`config.mk`:
```
export PLATFORM = sky130hd
export DESIGN_NAME = sql_query_normalizer_top_flat
export DESIGN_NICKNAME = d
export VERILOG_FILES = /design/src/hdl/sqn_pkg.sv /design/src/hdl/sqn_if.sv /design/src/hdl/sqn_step.sv /design/src/hdl/sqn_emit.sv /design/src/hdl/sql_query_normalizer_top.sv /design/src/flat_wrapper.sv
export SDC_FILE = /design/constraint.sdc
export NUM_CORES = 1
export LEC_CHECK = 0
export CELL_PAD_IN_SITES_DETAIL_PLACEMENT = 0
export CELL_PAD_IN_SITES_GLOBAL_PLACEMENT = 1
export CORE_UTILIZATION = 55
export CTS_BUF_LIST = sky130_fd_sc_hd__clkbuf_8
export DETAILED_ROUTE_END_ITERATION = 8
export DONT_BUFFER_PORTS = 1
export PLACE_DENSITY_LB_ADDON = 0.1
export SLEW_MARGIN = 20
export SYNTH_ARGS = -nofsm -noshare
export SYNTH_HDL_FRONTEND = slang
export SYNTH_HIERARCHICAL = 1
export SYNTH_SLANG_ARGS = --single-unit
```
`constraint.sdc`:
```
create_clock -name clk -period 7.5 [get_ports clk]
set_input_delay 0.375 -clock clk [delete_from_list [all_inputs] [get_ports clk]]
set_output_delay 0.375 -clock clk [all_outputs]
set_load 0.005 [all_outputs]
```
`src/hdl/sqn_pkg.sv`:
```
// Package for the SQL query normalizer: beat types used by the interfaces,
// character codes and the per-byte normalization step used by the step stage.
// No dependencies.
`default_nettype none

package sqn_pkg;

    // Character codes
    localparam logic [7:0] CH_QMARK  = 8'h3F;
    localparam logic [7:0] CH_S      = 8'h53;
    localparam logic [7:0] CH_N      = 8'h4E;
    localparam logic [7:0] CH_DOT    = 8'h2E;
    localparam logic [7:0] CH_MINUS  = 8'h2D;
    localparam logic [7:0] CH_SPACE  = 8'h20;
    localparam logic [7:0] CH_SQUOTE = 8'h27;
    localparam logic [7:0] CH_DQUOTE = 8'h22;
    localparam logic [7:0] CH_BSLASH = 8'h5C;
    localparam logic [7:0] CH_ZERO   = 8'h30;
    localparam logic [7:0] CH_NINE   = 8'h39;
    localparam logic [7:0] CH_LC_A   = 8'h61;
    localparam logic [7:0] CH_LC_Z   = 8'h7A;
    localparam logic [7:0] CH_TAB    = 8'h09;
    localparam logic [7:0] CH_CR     = 8'h0D;
    localparam logic [7:0] CASE_OFS  = 8'h20;

    // Most characters one input byte can produce
    localparam int MAX_CHARS = 3;

    typedef struct packed {
        logic [7:0] in_byte;
        logic       last_byte;
    } sqn_in_beat_t;

    typedef struct packed {
        logic [7:0] out_byte;
        logic       out_valid;
        logic       run_end;
        logic       query_end;
    } sqn_out_beat_t;

    typedef struct packed {
        logic [7:0] previous_byte;
        logic       inside_literal;
        logic       literal_is_double_quote;
        logic       inside_number;
        logic       space_pending;
        logic       minus_pending;
        logic       emitted_any;
    } sqn_state_t;

    // Characters produced by one byte, handed from step stage to emitter
    typedef struct packed {
        logic [MAX_CHARS-1:0][7:0] chars;
        logic [1:0]                nbeat;   // beats in the group, 1..3
        logic                      marker;  // bare end marker, no character
        logic                      last;    // group closes the query
    } sqn_group_t;

    // Working record while one byte is processed
    typedef struct packed {
        sqn_state_t                st;
        logic [MAX_CHARS-1:0][7:0] chars;
        logic [1:0]                cnt;
    } sqn_work_t;

    function automatic logic is_digit(logic [7:0] c);
        return (c >= CH_ZERO) && (c <= CH_NINE);
    endfunction

    function automatic logic is_ws(logic [7:0] c);
        return (c == CH_SPACE) || ((c >= CH_TAB) && (c <= CH_CR));
    endfunction

    function automatic sqn_work_t put_char(sqn_work_t w, logic [7:0] c);
        sqn_work_t r;
        r = w;
        if (r.cnt != 2'd3)
        begin
            r.chars[r.cnt] = c;
            r.cnt          = r.cnt + 2'd1;
        end
        r.st.emitted_any = 1'b1;
        return r;
    endfunction

    function automatic sqn_work_t flush_space(sqn_work_t w);
        sqn_work_t r;
        r = w;
        if (r.st.space_pending)
        begin
            r.st.space_pending = 1'b0;
            r = put_char(r, CH_SPACE);
        end
        return r;
    endfunction

    // Ordinary handling of a byte outside a literal and without a pending minus
    function automatic sqn_work_t process_plain(sqn_work_t w, logic [7:0] b, logic last);
        sqn_work_t r;
        logic      absorbed;
        r        = w;
        absorbed = 1'b0;
        if (r.st.inside_number)
        begin
            if (is_digit(b) || (b == CH_DOT) || (b == CH_MINUS))
                absorbed = 1'b1;
            else
                r.st.inside_number = 1'b0;
        end
        if (!absorbed)
        begin
            if (((b == CH_SQUOTE) || (b == CH_DQUOTE)) && (r.st.previous_byte != CH_BSLASH))
            begin
                r = flush_space(r);
                r = put_char(r, CH_QMARK);
                r = put_char(r, CH_S);
                r.st.inside_literal          = 1'b1;
                r.st.literal_is_double_quote = (b == CH_DQUOTE);
            end
            else if (is_digit(b))
            begin
                r = flush_space(r);
                r = put_char(r, CH_QMARK);
                r = put_char(r, CH_N);
                r.st.inside_number = 1'b1;
            end
            else if (b == CH_MINUS)
            begin
                r = flush_space(r);
                if (last)
                    r = put_char(r, CH_MINUS);
                else
                    r.st.minus_pending = 1'b1;
            end
            else if (is_ws(b))
            begin
                if (r.st.emitted_any)
                    r.st.space_pending = 1'b1;
            end
            else
            begin
                r = flush_space(r);
                if ((b >= CH_LC_A) && (b <= CH_LC_Z))
                    r = put_char(r, b - CASE_OFS);
                else
                    r = put_char(r, b);
            end
        end
        return r;
    endfunction

    // Full step for one input byte: next state plus the characters it yields
    function automatic sqn_work_t norm_step(sqn_state_t s, logic [7:0] b, logic last);
        sqn_work_t  r;
        logic [7:0] q;
        r       = '0;
        r.st    = s;
        q       = s.literal_is_double_quote ? CH_DQUOTE : CH_SQUOTE;
        if (s.inside_literal)
        begin
            if ((b == q) && (s.previous_byte != CH_BSLASH))
                r.st.inside_literal = 1'b0;
        end
        else if (s.minus_pending)
        begin
            r.st.minus_pending = 1'b0;
            if (is_digit(b))
            begin
                r = put_char(r, CH_QMARK);
                r = put_char(r, CH_N);
                r.st.inside_number = 1'b1;
            end
            else
            begin
                r = put_char(r, CH_MINUS);
                r = process_plain(r, b, last);
            end
        end
        else
        begin
            r = process_plain(r, b, last);
        end
        r.st.previous_byte = b;
        if (last)
            r.st = '0;
        return r;
    endfunction

endpackage

`default_nettype wire

```
`src/hdl/sqn_if.sv`:
```
// Valid/ready channel interfaces for the SQL query normalizer.
// Depends on sqn_pkg for the beat types.
`default_nettype none

interface sqn_in_if import sqn_pkg::*; ();
    logic         valid;
    logic         ready;
    sqn_in_beat_t data;

    modport source (output valid, output data, input ready);
    modport sink   (input valid, input data, output ready);
endinterface

interface sqn_out_if import sqn_pkg::*; ();
    logic          valid;
    logic          ready;
    sqn_out_beat_t data;

    modport source (output valid, output data, input ready);
    modport sink   (input valid, input data, output ready);
endinterface

`default_nettype wire

```
`src/hdl/sqn_step.sv`:
```
// Input register, normalizer state and per-byte step logic.
// Depends on sqn_pkg and sqn_in_if; hands a group onward per byte with output.
`default_nettype none

module sqn_step import sqn_pkg::*;
(
    input  wire logic  clk,
    input  wire logic  rst_n,
    sqn_in_if.sink     in_ch,
    output sqn_group_t group,
    output logic       group_valid,
    input  wire logic  group_ready
);

    logic         a_valid_reg;
    logic         a_valid_next;
    sqn_in_beat_t a_beat_reg;
    sqn_state_t   state_reg;
    sqn_work_t    work;
    logic         has_beats;
    logic         a_move;
    logic         in_fire;

    // Step logic on the registered byte
    always_comb
    begin
        work      = norm_step(state_reg, a_beat_reg.in_byte, a_beat_reg.last_byte);
        has_beats = (work.cnt != 2'd0) || a_beat_reg.last_byte;

        group.chars  = work.chars;
        group.marker = (work.cnt == 2'd0);
        group.nbeat  = (work.cnt == 2'd0) ? 2'd1 : work.cnt;
        group.last   = a_beat_reg.last_byte;
        group_valid  = a_valid_reg && has_beats;

        // bytes with no output leave without waiting for the emitter
        a_move       = a_valid_reg && (!has_beats || group_ready);
        in_ch.ready  = !a_valid_reg || a_move;
        in_fire      = in_ch.valid && in_ch.ready;
        a_valid_next = in_fire || (a_valid_reg && !a_move);
    end

    // Control and state registers
    always_ff @(posedge clk or negedge rst_n)
    begin
        if (!rst_n)
        begin
            a_valid_reg <= 1'b0;
            state_reg   <= '0;
        end
        else
        begin
            a_valid_reg <= a_valid_next;
            if (a_move)
                state_reg <= work.st;
        end
    end

    // Input payload register
    always_ff @(posedge clk)
    begin
        if (in_fire)
            a_beat_reg <= in_ch.data;
    end

endmodule

`default_nettype wire

```
`src/hdl/sqn_emit.sv`:
```
// Result register: holds one character group and sends it one beat at a time.
// Depends on sqn_pkg and sqn_out_if.
`default_nettype none

module sqn_emit import sqn_pkg::*;
(
    input  wire logic  clk,
    input  wire logic  rst_n,
    input  sqn_group_t group,
    input  wire logic  group_valid,
    output logic       group_ready,
    sqn_out_if.source  out_ch
);

    sqn_group_t g_reg;
    logic       g_valid_reg;
    logic [1:0] idx_reg;
    logic       final_beat;
    logic       out_fire;
    logic       load;

    // Current beat
    always_comb
    begin
        final_beat  = (idx_reg == (g_reg.nbeat - 2'd1));
        out_fire    = out_ch.valid && out_ch.ready;
        group_ready = !g_valid_reg || (out_fire && final_beat);
        load        = group_valid && group_ready;

        out_ch.valid          = g_valid_reg;
        out_ch.data.out_byte  = g_reg.marker ? 8'h00 : g_reg.chars[idx_reg];
        out_ch.data.out_valid = !g_reg.marker;
        out_ch.data.run_end   = final_beat;
        out_ch.data.query_end = final_beat && g_reg.last;
    end

    // Beat sequencing
    always_ff @(posedge clk or negedge rst_n)
    begin
        if (!rst_n)
        begin
            g_valid_reg <= 1'b0;
            idx_reg     <= 2'd0;
        end
        else if (load)
        begin
            g_valid_reg <= 1'b1;
            idx_reg     <= 2'd0;
        end
        else if (out_fire)
        begin
            if (final_beat)
                g_valid_reg <= 1'b0;
            else
                idx_reg <= idx_reg + 2'd1;
        end
    end

    // Group payload
    always_ff @(posedge clk)
    begin
        if (load)
            g_reg <= group;
    end

endmodule

`default_nettype wire

```
`src/hdl/sql_query_normalizer_top.sv`:
```
// An accepted byte is held in the sqn_step input register, then its group in
// the sqn_emit result register, which offers its first result beat. One byte
// per cycle unless the output stalls; multi-character bytes stall input
// briefly. The rate is set by the single-beat output of the result register.
// Reset (rst_n, async low) empties both registers and clears the query state.
// Depends on sqn_pkg, sqn_if, sqn_step and sqn_emit.
`default_nettype none

module sql_query_normalizer_top import sqn_pkg::*;
(
    input  wire logic clk,
    input  wire logic rst_n,
    sqn_in_if.sink    in_ch,
    sqn_out_if.source out_ch
);

    sqn_group_t group;
    logic       group_valid;
    logic       group_ready;

    sqn_step u_step (
        .clk         (clk),
        .rst_n       (rst_n),
        .in_ch       (in_ch),
        .group       (group),
        .group_valid (group_valid),
        .group_ready (group_ready)
    );

    sqn_emit u_emit (
        .clk         (clk),
        .rst_n       (rst_n),
        .group       (group),
        .group_valid (group_valid),
        .group_ready (group_ready),
        .out_ch      (out_ch)
    );

endmodule

`default_nettype wire

```
`src/flat_wrapper.sv`:
```
// flat-port wrapper written by rule: the top's interface ports become plain ports
module sql_query_normalizer_top_flat import sqn_pkg::*;
  (clk, rst_n, in_ch_valid, in_ch_data, in_ch_ready, out_ch_valid, out_ch_data, out_ch_ready);
  sqn_in_if in_ch_i ();
  sqn_out_if out_ch_i ();
  input  wire logic clk;
  input  wire logic rst_n;
  input wire logic [$bits(in_ch_i.valid)-1:0] in_ch_valid;
  input wire logic [$bits(in_ch_i.data)-1:0] in_ch_data;
  output wire logic [$bits(in_ch_i.ready)-1:0] in_ch_ready;
  output wire logic [$bits(out_ch_i.valid)-1:0] out_ch_valid;
  output wire logic [$bits(out_ch_i.data)-1:0] out_ch_data;
  input wire logic [$bits(out_ch_i.ready)-1:0] out_ch_ready;
  assign in_ch_i.valid = in_ch_valid;
  assign in_ch_i.data = in_ch_data;
  assign in_ch_ready = in_ch_i.ready;
  assign out_ch_valid = out_ch_i.valid;
  assign out_ch_data = out_ch_i.data;
  assign out_ch_i.ready = out_ch_ready;
  sql_query_normalizer_top u_core (.clk(clk), .rst_n(rst_n), .in_ch(in_ch_i), .out_ch(out_ch_i));
endmodule
```
==> results.cfg <==
[status]
status = complete, but fails checks
violations = design-rule violations

[synthesis]
synth_top_cell_by_area = edfxtp_1
netlist_instances = 404
synthesis.area_mm2 = 0.00376
avgSynthCellArea_um2 = 9.31
synth-xor-area-share_pct = 0.432
synthSimpleGateAreaFrac_pct = 19.3
synth_fp_nets = 422
synth_top_family_by_area = compound AO/OA/AOI/OAI gates
synth_compound_area_share_pct = 24.8
ys_seq_elements = 55
synth-async-reset-ratio_pct = 32.7
synth.most_common_cell = nand2_1
yosys.cell_types.count = 72
synth.area.top_cells = edfxtp_1, dfrtp_1, buf_4
synth_mux_area_share_pct = 2.66
yosys-top-cells-count = nand2_1, edfxtp_1, a21oi_1
ys_seq_area_share_pct = 41.5
synth_edf_count = 37
yosys_warnings = 6
ys.flop_type = edfxtp_1
synth_top_area_share_pct = 29.5
synthAdderAreaFrac_pct = 1.66

[cells_and_area]
fin_nets = 382
largest_register_ffs = 28
n_fill_cell = 611
final_cell_area_mm2 = 0.00368
diodes = 0
finalNonFillerCells = 442
area_growth_syn_to_layout_pct = -2.03
drive_above_1_share_pct = 10.7

[sta]
fmax_ghz = 0.272
tightest_slew_ps = 975
holdWs_ps = 146
fin_crit_sh_pct = 49.0
period_minus_slack_ps = 3670
slew-limit-headroom_pct = 33.3
setup_viol = 0
hold_viol = 0
fin_skew_ps = 9.49
slew_viol_final = 0
final.setup.tns_ps = 0
rsz0062_at_grt = false

[floorplan]
fp.dieArea_mm2 = 0.00717
dieWidth_um = 84.7
core-area_mm2 = 0.00646
ios = 26
die_h_um = 84.7
start_util_pct = 58.2
rows = 29

[clocking]
cts_buffer_depth = 2
h-tree-depth = 2
cts_made_buffers = 5
clk_latency_ps = 310
cts_setup_buffers = 0
cts_resized = 0
hold_buffers = 1
cts_num_sinks = 55
cts_tree = built
clk_pin_slew_ps = 110
cts_root_buf = clkbuf_8

[setup_path]
crit_required_ps = 7120
cp-end-kind = output port
worstSetupStartpointType = flop
crit_fanout = 15
cp.arrival_ps = 3300
critPathKind = flop to output port

[drt]
wl_per_cell_um = 19.3
vias_per_cell = 6.65
drt_iter0_drc = 255
routed_wl_mm = 8.53
via_count = 2938
drtPass1Iterations = 7
drc_errors = 1
drt.antenna.violating_nets = 0

[power_and_ir_drop]
finalPower_mw = 1.27
peakVddDrop_mv = 0.207
leakagePower_nw = 1.39
power_density_mw_per_mm2 = 344

[global_routing]
grt_start_max_net_pins = 29
grt_antenna_before_repair = 0
grt_pass1_wl_mm = 14.1
grt_pass1_vias = 2752
track_usage_pct = 25.2
overflow = 0

[job]
drv_cap = 0

[placed_design]
hpwlAfterDp_mm = 6.26
dpl_cell_area_mm2 = 0.00357
io_buffers = 0
place.gp.congestion = 0.888
placed_cells = 433

[worst_hold_path]
hold_class = primary input to flop
-- worst max-delay path, stage by stage (launching register included) --
cell,delay [ps]
edfxtp_1,600
or4b_4,620
a2111oi_4,430
a22o_1,350
a2111oi_2,100
a311o_2,450
o21ai_1,260
or2_2,170
-- cells by family (layout without fill, tap and decap cells) --
kind of cell	Yosys count	in the layout
AND/OR/NAND/NOR	136	136
AO/OA/AOI/OAI	133	133
buffers and inverters	64	25
flip-flops	55	55
multiplexers	10	10
adder cells (fa/ha/maj)	5	5
XOR/XNOR	1	1
-- cell usage in the layout, fill, tap and decap left out, types with 2 or more instances in the layout --
| cell type | instances |
|---|---|
| nand2_1 | 46 |
| edfxtp_1 | 37 |
| a21oi_1 | 36 |
| o21ai_0 | 26 |
| nor2_1 | 21 |
| dfrtp_1 | 18 |
| inv_1 | 12 |
| or2_2 | 11 |
| a22o_1 | 11 |
| mux2i_1 | 10 |
| nand3_1 | 8 |
| and2_1 | 7 |
| nand2b_1 | 6 |
| nor3_1 | 6 |
| clkbuf_8 | 5 |
| a21o_1 | 5 |
| ha_1 | 5 |
| nor2b_1 | 4 |
| nor3b_1 | 4 |
| o21a_1 | 4 |
| a31oi_1 | 4 |
| a2111oi_0 | 4 |
| nand4b_1 | 3 |
| a211oi_1 | 3 |
| o211ai_1 | 3 |
| o2bb2ai_1 | 3 |
| a21oi_2 | 3 |
| or3_1 | 3 |
| o221ai_1 | 3 |
| a311o_1 | 2 |
| buf_4 | 2 |
| and4bb_2 | 2 |
| nor4_1 | 2 |
| and3_1 | 2 |
| or4_1 | 2 |
| o21bai_1 | 2 |
| a31o_2 | 2 |
-- through the flow --
step	worst slack [ps]	utilization [%]
after floorplan	3230	-
after global placement	4020	55.3
after detailed placement	3960	55.3
after CTS	3860	57.1
after global routing	3620	57.1
final	3830	57.1
-- layer usage --
layer	routed length [µm]	up-vias	part of all wire (%)	track usage, %
met4	169	0	2.0	9.09
met1	3870	1387	45	35.9
met3	476	23	5.6	3.15
met5	0	-	0	0
li1	-	1400	-	-
met2	4010	128	47	39.7
-- power breakdown --
part / internal [mW] / leakage [nW] / switching, mW
clock: 0.0704 / 0.0515 / 0.103
combinational: 0.209 / 0.761 / 0.303
sequential: 0.465 / 0.574 / 0.119
-- cell type report --
| class | count | area (µm²) | share of cell area (%) |
|---|---|---|---|
| multi-input cells | 285 | 1840 | 50.1 |
| well taps | 77 | 96.3 | 2.61 |
| inverters | 14 | 55.1 | 1.49 |
| clock buffers | 5 | 68.8 | 1.87 |
| flip-flops and latches | 55 | 1560 | 42.4 |
| clock inverters | 3 | 33.8 | 0.917 |
| repair buffers | 3 | 25.0 | 0.679 |
-- worst paths after layout --
| path | startpoint | to | slack (ps) | cells after the start |
|---|---|---|---|---|
| worst max register to register | u_core/u_step/a_beat_reg[5] | u_core/u_emit/g_reg[17] | 3900 | 10 |
| worst max-delay path | u_core/u_step/a_beat_reg[5] | in_ch_ready | 3830 | 7 |
| worst min register to register | u_core/u_step/state_reg[11] | u_core/u_step/state_reg[11] | 510 | 1 |
| max in group asynchronous | rst_n | u_core/u_step/state_reg[2] | 6410 | 1 |
| worst min-delay path | in_ch_data[1] | u_core/u_step/a_beat_reg[1] | 150 | 0 |
| min in group asynchronous | rst_n | u_core/u_step/state_reg[12] | 590 | 1 |
No activity file was read; power rests on OpenSTA's default activity.
